**config.mk**
```make
export PLATFORM = sky130hd
export DESIGN_NAME = stereo_upmix_with_expander
export DESIGN_NICKNAME = d
export VERILOG_FILES = /design/src/hw/rtl/sue_pkg.sv /design/src/hw/rtl/sue_apb_regs.sv /design/src/hw/rtl/sue_expander.sv /design/src/hw/rtl/stereo_upmix_with_expander.sv
export SDC_FILE = /design/constraint.sdc
export NUM_CORES = 2
export LEC_CHECK = 0
export ABC_AREA = 1
export BUFFER_PORTS_ARGS = -buffer_cell sky130_fd_sc_hd__buf_4
export CORE_AREA = 2 2 493 446
export CTS_CLUSTER_DIAMETER = 30
export DETAILED_ROUTE_END_ITERATION = 10
export DIE_AREA = 0 0 495 448
export REMOVE_ABC_BUFFERS = 1
export SLEW_MARGIN = 20
export SYNTH_ARGS = -nofsm -noshare
export SYNTH_HDL_FRONTEND = slang
export SYNTH_SLANG_ARGS = --single-unit
```
**constraint.sdc**
```tcl
create_clock -name clk -period 11.9 [get_ports clk]
set_input_delay 1.19 -clock clk [delete_from_list [all_inputs] [get_ports clk]]
set_output_delay 1.19 -clock clk [all_outputs]
set_load 0.05 [all_outputs]
```
**src/hw/rtl/sue_pkg.sv**
```systemverilog
`timescale 1ns / 1ps
// Shared types and constants for the stereo upmix with expander.
// Used by sue_apb_regs, sue_expander and stereo_upmix_with_expander; no dependencies.
package sue_pkg;

    localparam int GAIN_SHIFT  = 30;
    localparam int RATIO_SHIFT = 13;
    localparam int THR_FRAC    = 15;

    localparam logic signed [30:0] GAIN_M6DB = 31'sd538159402;
    localparam logic signed [30:0] GAIN_M3DB = 31'sd760101837;
    localparam logic signed [30:0] GAIN_M2DB = 31'sd852873131;
    localparam logic [30:0]        GAIN_HALF = 31'd536870912;

    localparam logic [15:0] RATIO_ONE  = 16'd8192;
    localparam logic [15:0] RATIO_HALF = 16'd4096;

    localparam logic REG_IDX_RATIO     = 1'b0;
    localparam logic REG_IDX_THRESHOLD = 1'b1;

    typedef struct packed {
        logic [15:0] expand_ratio;
        logic [14:0] expand_threshold;
    } sue_cfg_t;

endpackage

```
**src/hw/rtl/sue_apb_regs.sv**
```systemverilog
`timescale 1ns / 1ps
// Configuration register file behind the APB-style port.
// Depends on sue_pkg for the register indexes and the configuration struct.
module sue_apb_regs (
    input  logic                clk,
    input  logic                rst_n,
    input  logic                psel,
    input  logic                penable,
    input  logic                pwrite,
    input  logic [2:0]          paddr,
    input  logic [31:0]         pwdata,
    output logic [31:0]         prdata,
    output logic                pready,
    output sue_pkg::sue_cfg_t   cfg
);
    import sue_pkg::*;

    logic [15:0] ratio_reg;
    logic [14:0] threshold_reg;
    logic        wr_en;

    assign pready = 1'b1;
    assign wr_en  = psel && penable && pwrite && pready;

    always_ff @(posedge clk or negedge rst_n)
    begin
        if (!rst_n)
        begin
            ratio_reg     <= RATIO_ONE;
            threshold_reg <= 15'd0;
        end
        else if (wr_en)
        begin
            case (paddr[2])
                REG_IDX_RATIO:     ratio_reg     <= pwdata[15:0];
                REG_IDX_THRESHOLD: threshold_reg <= pwdata[14:0];
                default:           ratio_reg     <= ratio_reg;
            endcase
        end
    end

    always_comb
    begin
        case (paddr[2])
            REG_IDX_RATIO:     prdata = {16'd0, ratio_reg};
            REG_IDX_THRESHOLD: prdata = {17'd0, threshold_reg};
            default:           prdata = 32'd0;
        endcase
    end

    assign cfg.expand_ratio     = ratio_reg;
    assign cfg.expand_threshold = threshold_reg;

endmodule

```
**src/hw/rtl/sue_expander.sv**
```systemverilog
`timescale 1ns / 1ps
// Two-stage hard-knee downward expander for one surround channel.
// Depends on sue_pkg; the stage enables come from the pipeline control in the top level.
module sue_expander #(
    parameter int SAMPLE_BITS = 16
) (
    input  logic                           clk,
    input  logic                           rst_n,
    input  logic                           en_a,
    input  logic                           en_b,
    input  sue_pkg::sue_cfg_t              cfg,
    input  logic signed [SAMPLE_BITS-1:0]  x,
    output logic signed [SAMPLE_BITS-1:0]  e
);
    import sue_pkg::*;

    localparam int SB = SAMPLE_BITS;
    localparam int F  = SAMPLE_BITS - 1;
    localparam int PB = F + 16;

    logic [F-1:0]   t;
    logic           bypass;
    logic [15:0]    r;
    logic           neg_next;
    logic [F-1:0]   m_next;
    logic [F-1:0]   d_next;
    logic [PB-1:0]  p_next;

    logic                 neg_reg;
    logic [F-1:0]         m_reg;
    logic                 lt_reg;
    logic                 mz_reg;
    logic [PB-1:0]        p_reg;
    logic signed [SB-1:0] x_reg;
    logic signed [SB-1:0] e_reg;

    logic [PB:0]    p_plus_r;
    logic [PB:0]    x_scaled;
    logic [PB:0]    p_round;
    logic [PB-13:0] rp;
    logic           le;
    logic           knee;
    logic           dead;
    logic [F-1:0]   o;
    logic [SB-1:0]  o_ext;
    logic signed [SB-1:0] e_next;

    generate
        if (F >= THR_FRAC)
        begin : g_thr_up
            assign t = F'(cfg.expand_threshold) << (F - THR_FRAC);
        end
        else
        begin : g_thr_down
            assign t = F'(cfg.expand_threshold >> (THR_FRAC - F));
        end
    endgenerate

    assign r      = cfg.expand_ratio;
    assign bypass = (t == '0) || (r == RATIO_ONE);

    assign neg_next = x[SB-1];
    assign m_next   = neg_next ? F'(-x) : F'(x);
    assign d_next   = t - m_next;
    assign p_next   = PB'(r) * PB'(d_next);

    always_ff @(posedge clk)
    begin
        if (en_a)
        begin
            neg_reg <= neg_next;
            m_reg   <= m_next;
            lt_reg  <= m_next < t;
            mz_reg  <= m_next == '0;
            p_reg   <= p_next;
            x_reg   <= x;
        end
    end

    // A magnitude equal to the threshold falls in the dead region when the zero point reaches it.
    assign p_plus_r = (PB+1)'(p_reg) + (PB+1)'(r);
    assign x_scaled = (PB+1)'(t) << RATIO_SHIFT;
    assign le       = mz_reg || ((r != '0) && (lt_reg || (m_reg == t)) && (x_scaled < p_plus_r));
    assign knee     = lt_reg && !le;
    assign dead     = !mz_reg && le;
    assign p_round  = (PB+1)'(p_reg) + (PB+1)'(RATIO_HALF);
    assign rp       = p_round[PB:RATIO_SHIFT];

    always_comb
    begin
        if (knee)
            o = ((PB-12)'(t) < (PB-12)'(rp)) ? '0 : F'((PB-12)'(t) - (PB-12)'(rp));
        else if (dead)
            o = '0;
        else
            o = m_reg;
        o_ext = SB'(o);
        if (bypass)
            e_next = x_reg;
        else if (neg_reg)
            e_next = -$signed(o_ext);
        else
            e_next = $signed(o_ext);
    end

    always_ff @(posedge clk)
    begin
        if (en_b)
            e_reg <= e_next;
    end

    assign e = e_reg;

    a_sign_kept: assert property (@(posedge clk) disable iff (!rst_n)
        (en_b && !bypass && !neg_reg) |=> !e_reg[SB-1])
        else $error("expander turned a non-negative sample negative");

    a_bypass_pass: assert property (@(posedge clk) disable iff (!rst_n)
        (en_b && bypass) |=> (e_reg == $past(x_reg)))
        else $error("expander altered a sample while bypassed");

    a_dead_region: assert property (@(posedge clk) disable iff (!rst_n)
        (en_a && !bypass && (x == '0)) |=> (m_reg == '0))
        else $error("zero sample did not give zero magnitude");

endmodule

```
**src/hw/rtl/stereo_upmix_with_expander.sv**
```systemverilog
`timescale 1ns / 1ps
// Top level of the stereo to five-channel upmix with surround expander.
// Depends on sue_pkg, sue_apb_regs and sue_expander.
//
// Usage: each item on the s_ channel is one stereo pair; each item on the m_
// channel holds the five output channels for that pair, in input order.
// The block has six register stages: gain products, rounding and sum, centre
// product and expander compare, expander output and centre rounding, output
// products, and the saturating output register. One item can be accepted every
// cycle unless a stalled receiver has filled every stage; the rate is set by the
// six-stage pipeline. Each stage takes a new item whenever it is empty or its
// successor moves, so a stalled receiver fills the stages one by one and s_tready
// falls only when all six hold an item. Nothing is dropped or repeated while
// stalled.
// Reset clears all valid bits and sets the expander to bypass (ratio 1.0,
// threshold 0). The expander registers may be written over the APB port only
// while no item is in flight.
module stereo_upmix_with_expander #(
    parameter int SAMPLE_BITS = 16
) (
    input  logic                                    clk,
    input  logic                                    rst_n,
    input  logic                                    s_tvalid,
    output logic                                    s_tready,
    // left_sample, right_sample
    input  logic [((2*SAMPLE_BITS+7)/8)*8-1:0]      s_tdata,
    output logic                                    m_tvalid,
    input  logic                                    m_tready,
    // out_left_surround, out_left, out_center, out_right, out_right_surround
    output logic [((5*SAMPLE_BITS+7)/8)*8-1:0]      m_tdata,
    input  logic                                    psel,
    input  logic                                    penable,
    input  logic                                    pwrite,
    input  logic [2:0]                              paddr,
    input  logic [31:0]                             pwdata,
    output logic [31:0]                             prdata,
    output logic                                    pready
);
    import sue_pkg::*;

    localparam int SB  = SAMPLE_BITS;
    localparam int PW  = SAMPLE_BITS + 31;
    localparam int PW1 = SAMPLE_BITS + 32;
    localparam int OW  = ((5*SAMPLE_BITS+7)/8)*8;
    localparam int NST = 6;

    sue_cfg_t cfg;

    logic [NST:1] v_reg;
    logic [NST:1] v_next;
    logic [NST:1] en;

    logic signed [SB-1:0]  sl;
    logic signed [SB-1:0]  sr;

    logic signed [PW-1:0]  pl_reg;
    logic signed [PW-1:0]  pr_reg;
    logic signed [PW-1:0]  pl_half;
    logic signed [PW-1:0]  pr_half;
    logic signed [SB-1:0]  lg_next;
    logic signed [SB-1:0]  rg_next;
    logic signed [SB-1:0]  lg_reg;
    logic signed [SB-1:0]  rg_reg;
    logic signed [SB:0]    sum_reg;

    logic signed [PW1-1:0] pc_reg;
    logic signed [PW1-1:0] pc_half;
    logic signed [SB:0]    c4_reg;

    logic signed [SB-1:0]  el;
    logic signed [SB-1:0]  er;

    logic signed [PW1-1:0] pf_reg;
    logic signed [PW-1:0]  psl_reg;
    logic signed [PW-1:0]  psr_reg;
    logic signed [SB:0]    c5_reg;

    logic signed [PW1-1:0] pf_half;
    logic signed [PW-1:0]  psl_half;
    logic signed [PW-1:0]  psr_half;
    logic signed [SB+1:0]  front_w;
    logic signed [SB+1:0]  ls_w;
    logic signed [SB+1:0]  rs_w;

    logic [SB-1:0] ls_reg;
    logic [SB-1:0] front_reg;
    logic [SB-1:0] c_reg;
    logic [SB-1:0] rs_reg;

    function automatic logic [SB-1:0] sat(input logic signed [SB+1:0] v);
        logic signed [SB+1:0] hi;
        logic signed [SB+1:0] lo;
        hi = {3'b000, {(SB-1){1'b1}}};
        lo = {3'b111, {(SB-1){1'b0}}};
        if (v > hi)
            sat = hi[SB-1:0];
        else if (v < lo)
            sat = lo[SB-1:0];
        else
            sat = v[SB-1:0];
    endfunction

    sue_apb_regs u_regs (
        .clk     (clk),
        .rst_n   (rst_n),
        .psel    (psel),
        .penable (penable),
        .pwrite  (pwrite),
        .paddr   (paddr),
        .pwdata  (pwdata),
        .prdata  (prdata),
        .pready  (pready),
        .cfg     (cfg)
    );

    always_comb
    begin
        en[NST] = !v_reg[NST] || m_tready;
        for (int k = NST - 1; k >= 1; k--)
            en[k] = !v_reg[k] || en[k+1];
        v_next[1] = s_tvalid;
        for (int k = 2; k <= NST; k++)
            v_next[k] = v_reg[k-1];
    end

    assign s_tready = en[1];
    assign m_tvalid = v_reg[NST];

    always_ff @(posedge clk or negedge rst_n)
    begin
        if (!rst_n)
            v_reg <= '0;
        else
        begin
            for (int k = 1; k <= NST; k++)
                if (en[k])
                    v_reg[k] <= v_next[k];
        end
    end

    assign sl = s_tdata[SB-1:0];
    assign sr = s_tdata[2*SB-1:SB];

    always_ff @(posedge clk)
    begin
        if (en[1])
        begin
            pl_reg <= PW'(sl) * PW'(GAIN_M6DB);
            pr_reg <= PW'(sr) * PW'(GAIN_M6DB);
        end
    end

    assign pl_half = pl_reg + $signed(PW'(GAIN_HALF));
    assign pr_half = pr_reg + $signed(PW'(GAIN_HALF));
    assign lg_next = pl_half[SB+GAIN_SHIFT-1:GAIN_SHIFT];
    assign rg_next = pr_half[SB+GAIN_SHIFT-1:GAIN_SHIFT];

    always_ff @(posedge clk)
    begin
        if (en[2])
        begin
            lg_reg  <= lg_next;
            rg_reg  <= rg_next;
            sum_reg <= (SB+1)'(lg_next) + (SB+1)'(rg_next);
        end
    end

    always_ff @(posedge clk)
    begin
        if (en[3])
            pc_reg <= PW1'(sum_reg) * PW1'(GAIN_M3DB);
    end

    assign pc_half = pc_reg + $signed(PW1'(GAIN_HALF));

    always_ff @(posedge clk)
    begin
        if (en[4])
            c4_reg <= pc_half[SB+GAIN_SHIFT:GAIN_SHIFT];
    end

    sue_expander #(.SAMPLE_BITS(SAMPLE_BITS)) u_exp_left (
        .clk   (clk),
        .rst_n (rst_n),
        .en_a  (en[3]),
        .en_b  (en[4]),
        .cfg   (cfg),
        .x     (lg_reg),
        .e     (el)
    );

    sue_expander #(.SAMPLE_BITS(SAMPLE_BITS)) u_exp_right (
        .clk   (clk),
        .rst_n (rst_n),
        .en_a  (en[3]),
        .en_b  (en[4]),
        .cfg   (cfg),
        .x     (rg_reg),
        .e     (er)
    );

    always_ff @(posedge clk)
    begin
        if (en[5])
        begin
            pf_reg  <= PW1'(c4_reg) * PW1'(GAIN_M6DB);
            psl_reg <= PW'(el) * PW'(GAIN_M2DB);
            psr_reg <= PW'(er) * PW'(GAIN_M2DB);
            c5_reg  <= c4_reg;
        end
    end

    assign pf_half  = pf_reg + $signed(PW1'(GAIN_HALF));
    assign psl_half = psl_reg + $signed(PW'(GAIN_HALF));
    assign psr_half = psr_reg + $signed(PW'(GAIN_HALF));
    assign front_w  = (SB+2)'($signed(pf_half[SB+GAIN_SHIFT:GAIN_SHIFT]));
    assign ls_w     = front_w + (SB+2)'($signed(psl_half[SB+GAIN_SHIFT-1:GAIN_SHIFT]));
    assign rs_w     = front_w + (SB+2)'($signed(psr_half[SB+GAIN_SHIFT-1:GAIN_SHIFT]));

    always_ff @(posedge clk)
    begin
        if (en[6])
        begin
            ls_reg    <= sat(ls_w);
            front_reg <= sat(front_w);
            c_reg     <= sat((SB+2)'(c5_reg));
            rs_reg    <= sat(rs_w);
        end
    end

    assign m_tdata = OW'({rs_reg, front_reg, c_reg, front_reg, ls_reg});

    a_ready_only_when_full: assert property (@(posedge clk) disable iff (!rst_n)
        !s_tready |-> ((v_reg == '1) && !m_tready))
        else $error("input refused while the pipeline had room");

    a_accept_enters: assert property (@(posedge clk) disable iff (!rst_n)
        (s_tvalid && s_tready) |=> v_reg[1])
        else $error("accepted item did not enter the first stage");

    a_stall_holds: assert property (@(posedge clk) disable iff (!rst_n)
        (v_reg[1] && !en[2]) |=> (v_reg[1] && $stable(pl_reg) && $stable(pr_reg)))
        else $error("first stage changed while its successor was stalled");

    a_fronts_equal: assert property (@(posedge clk) disable iff (!rst_n)
        v_reg[NST] |-> (m_tdata[2*SB-1:SB] == m_tdata[4*SB-1:3*SB]))
        else $error("front channels differ");

endmodule

```
After elaboration in Yosys (flattened, before gate mapping)
Index checks and enable logic that the tools add are counted.

operators by class
  add/subtract/negate cells = 21
  multiply operators = 8
  eq/ne operators = 3
  multiplexer cells = 17
  reductions and logical operators = 37
  magnitude comparators = 14
  bitwise operators = 1

operator list
  operator                  number
  $add A46 B31 Y46 const B  4
  $mux W16                  8
  $mux W15                  8
  $add A47 B31 Y47 const B  2
  $mul A16 B31 Y46 const B  2
  $mul A16 B30 Y45 const B  2
  $add A31 B13 Y32 const B  2
  $add A31 B16 Y32          2
  $lt A28 B32 Y1            2
  $pmux W32 S2              1
  $mul A16 B15 Y31          2
  $sub A15 B15 Y15          4
  $mul A17 B31 Y47 const B  1
  $mul A17 B30 Y46 const B  1
  $logic_not A15 Y1         3
  $lt A15 B19 Y1            2
  $add A17 B16 Y18          2
  $gt A18 B16 Y1 const B    2
  $lt A18 B16 Y1 const B    2
  $gt A17 B16 Y1 const B    2
  $lt A17 B16 Y1 const B    2
  $neg A15 Y16              2
  $eq A15 B15 Y1            2
  $lt A15 B15 Y1            2
  9 further kinds           39

storage, ports and cells
  input port bits = 74
  register bits = 621

Logic depth before layout (Yosys ltp)
  depth in word-level cells = 11
  depth in mapped cells = 48
  gate-level depth less buffers = 47

Modules after synthesis
Synthesis repeated with hierarchy kept, for this count alone.

unflattened totals
  cell total of the unflattened synthesis = 11,730
  area total of the unflattened synthesis = 94,445.6 µm²

modules (own cells, without submodules)
  module                       times used  cells each  area each (µm²)
  stereo_upmix_with_expander   1           7,669       62,666.4
  sue_expander at u_exp_right  1           1,914       15,140.8
  sue_expander at u_exp_left   1           1,939       15,036.9
  sue_apb_regs                 1           208         1,601.5

Worst setup path before layout
No wires, ideal clock.

  path kind = input to output
  start point = input m_tready
  end point = output s_tready
  arrival = 9,502 ps
  setup slack = 1,208 ps
  stages on the path = 10
  buffers on the path = 0
  cell sequence = nor2_1 -> inv_1 -> nor2_1 -> inv_1 -> nor2_1 -> inv_1 -> nor2_1 -> inv_1 -> nor2_1 -> nand2_1

between the ends
  word-level cells in the longest chain between the ends = 6

ends and longest elaborated chain
  what                             RTL line                           RTL
  start, declared                  stereo_upmix_with_expander.sv:28   input logic m_tready,
  $logic_or A1 B1 Y1               stereo_upmix_with_expander.sv:118  en[NST] = !v_reg[NST] || m_tready;
  named net en, one bit            stereo_upmix_with_expander.sv:51   logic [NST:1] en;
  $logic_or A1 B1 Y1               stereo_upmix_with_expander.sv:120  en[k] = !v_reg[k] || en[k+1];
  named net en, one bit            stereo_upmix_with_expander.sv:51
  $logic_or A1 B1 Y1               stereo_upmix_with_expander.sv:120
  named net en, one bit            stereo_upmix_with_expander.sv:51
  $logic_or A1 B1 Y1               stereo_upmix_with_expander.sv:120
  named net en, one bit            stereo_upmix_with_expander.sv:51
  $logic_or A1 B1 Y1 (2 in a row)  stereo_upmix_with_expander.sv:120
  end, declared                    stereo_upmix_with_expander.sv:24   output logic s_tready,

The timed path passes the listed nets, and every way through them passes these cells.

Worst setup path after layout
  start point = register lg_reg[15]
  end point = register u_exp_left.p_reg[29], data pin

between the ends
  word-level cells in the longest chain between the ends = 3

ends and longest elaborated chain
  what                             RTL line                           RTL
  start, declared                  stereo_upmix_with_expander.sv:62   logic signed [SB-1:0] lg_reg;
  start signal, assigned           stereo_upmix_with_expander.sv:162  lg_reg <= lg_next;
  $mux W15                         sue_expander.sv:63                 assign m_next = neg_next ? F'(-x) : F'(x);
  named net u_exp_left.m_next[4]   sue_expander.sv:25                 logic [F-1:0] m_next;
  $sub A15 B15 Y15                 sue_expander.sv:64                 assign d_next = t - m_next;
  $mul A16 B15 Y31                 sue_expander.sv:65                 assign p_next = PB'(r) * PB'(d_next);
  named net u_exp_left.p_next[29]  sue_expander.sv:27                 logic [PB-1:0] p_next;
  end signal, assigned             sue_expander.sv:75                 p_reg <= p_next;
  end, declared                    sue_expander.sv:33                 logic [PB-1:0] p_reg;

The timed path passes the listed nets, and every way through them passes these cells.
A chain may end at the register's enable or synchronous reset.

==> run summary <==
crit path kind - reg2reg
top-count cell post-synth - inv_1
DRC - 0
# nets final - 12600
die width - 495 um
Port Buffer Count - 153
Core Footprint - 216100 sq um
Post-CTS Repair Setup Buffers - 0
Multi-input gate area - 63920 sq um
top cell type by total area after synthesis - fa_1
sequential fraction of the synthesis area - 0.1529
count of mapped cells out of synthesis - 9679
Setup TNS - 0 ns
final slew viol count - 0
antenna violations before repair - 1
CP max stage delay - 0.61 ns
GP Congestion - 0.9853
fillers - 21110
total CTS buffers - 92
1st-pass router iterations - 6
FP Rows - 162
initial DRC count - 4299
critical path's slowest cell - edfxtp_1
share of the synthesized area in the top cell type - 0.2861
fin crit share - 0.8291
CTS tree - yes
startpoint types - flop
nature of the critical path endpoint - flop
top_reg_cell synth - edfxtp_1
status - finished, final reports clean
number of synthesized register bits - 446
Critical Path RT - 12.33 ns
Post-synth top cells - inv_1, ha_1, nand2_1
yosys warns - 0
Slew HR - 0.3090
max_cap viols - 0
highest net fanout along the worst path - 14
final setup fails - 0
die height - 448 um
Yosys cell types - 72
Register Area - 13210 sq um
final WL - 234300 um
Worst-Margin Slew - 1.035 ns
hold_buf cts - 0
Post-synth ARST share - 0.08296
Arr. time, crit path - 10.29 ns
Highest Clock Rate - 0.1014 GHz
clk_skew - 0.04434 ns
RSZ-0062 raised after global routing - no
Syn Std Cell Area - 86410 sq um
H-Tree Depth - 3
largest net degree at the start of global routing - 72
Hold Fails Final Rpt - 0
syn_area_per_cell - 8.928 sq um
number of synthesized flops with an enable pin - 409
routed via count - 64490
number of global-route vias before repair - 66830
grt ovf - 0
clk sinks - 446
largest cells by area after synthesis - fa_1, ha_1, edfxtp_1, inv_1, nand2_1
root buf cell - clkbuf_16
Skew-Pair Late Insertion Delay - 0.72 ns
Worst Hold Class - reg2reg
GRT Overall Usage - 0.2136
first-pass GRT wire length - 371700 um
Gates resized, CTS repair - 0
maximum root-to-sink buffer count - 3
Starting Density - 0.3999
drt wl/cell - 18.33 um
# diodes - 0
area grow syn2layout - 8.725%
Reg clk slew, reported paths - 0.05 ns
fraction of layout instances using a drive strength above 1 - 0.05338
Post-DRT Antenna Nets - 0
die area - 221800 sq um
Ports - 189
Post-DP HPWL - 199400 um
Period minus WS final - 9.866 ns
vias per cell - 5.045
[cell usage in the layout (no fill, tap or decap), types with 28 or more instances in the layout]
cell,count
inv_1,2251
ha_1,1461
nand2_1,1405
fa_1,1235
nor2_1,625
a21oi_1,483
edfxtp_1,409
xor2_1,297
o21ai_0,283
nand3_1,257
buf_4,203
xnor2_1,144
clkbuf_16,92
nand4_1,85
nor3_1,77
or2_2,43
dfrtp_1,36
a31oi_1,35
nand2_2,34
o21a_1,28
[final cells by class]
class                           instances  area share
Multi-Input combinational cell       6817      0.6803
Sequential cell                       446      0.1406
Inverter                             2274     0.09092
Tap cell                             2870     0.03822
Clock buffer                          102     0.02490
Timing Repair Buffer                  203     0.01622
Clock inverter                         69    0.008803
[cell families (layout without fill, tap and decap cells)]
kind of cell,Yosys count,count (layout),share of synthesized area
AND/OR/NAND/NOR,2656,2656,0.1309
other,2,17,0.00008691
adder cells (fa/ha/maj),2696,2696,0.4977
XOR/XNOR,446,446,0.04564
buffers and inverters,2431,2648,0.1081
AO/OA/AOI/OAI,1002,1002,0.06477
flip-flops,446,446,0.1529
[worst max-delay path: cells and delay by family (launching register included)]
kind / cells / cell delay [ns]
adder cells (fa/ha/maj): 8 / 3.53
AO/OA/AOI/OAI: 10 / 1.94
XOR/XNOR: 2 / 0.38
buffers and inverters: 8 / 1.01
flip-flops: 1 / 0.61
AND/OR/NAND/NOR: 12 / 2.11
[routing by layer]
metal	track usage	wire (um)	vias up	part of all wire
met1	0.3037	108300	31560	0.46
met5	0	0	-	0
li1	-	-	30790	-
met2	0.3421	105300	1859	0.45
met3	0.03165	15000	283	0.064
met4	0.05076	5618	0	0.024
[path summary, 6_finish.rpt]
kind,endpoint,slack (ns),depth (start not counted),startpoint
max,u_exp_left.p_reg[29]$_DFFE_PP_,2.03,40,lg_reg[15]$_DFFE_PP_
min,v_reg[5]$_DFFE_PN0P_,0.44,2,v_reg[4]$_DFFE_PN0P_
max reg2reg,u_exp_left.p_reg[29]$_DFFE_PP_,2.03,40,lg_reg[15]$_DFFE_PP_
min reg2reg,v_reg[5]$_DFFE_PN0P_,0.44,2,v_reg[4]$_DFFE_PN0P_
max in group asynchronous,v_reg[5]$_DFFE_PN0P_,10.88,1,rst_n
min in group asynchronous,u_regs.ratio_reg[1]$_DFFE_PN0P_,0.52,1,rst_n
[through the flow]
stage	hold slack [ns]	area, sq um	utilization	std cells	setup slack, ns
6_report	0.4398	93950	0.4348	12780	2.034
5_1_grt	0.4725	93950	0.4348	12780	1.323
4_1_cts	0.4418	93950	0.4348	12780	2.126
3_5_place_dp	0.4314	90780	0.4201	12610	2.232
3_3_place_gp	0.4322	90780	0.4201	12610	2.184
2_1_floorplan	0.4229	85660	-	9537	1.208
Power is left out: the tool's default activity adds up to more than one toggle a clock period on the data nets, which glitch-free logic cannot reach.
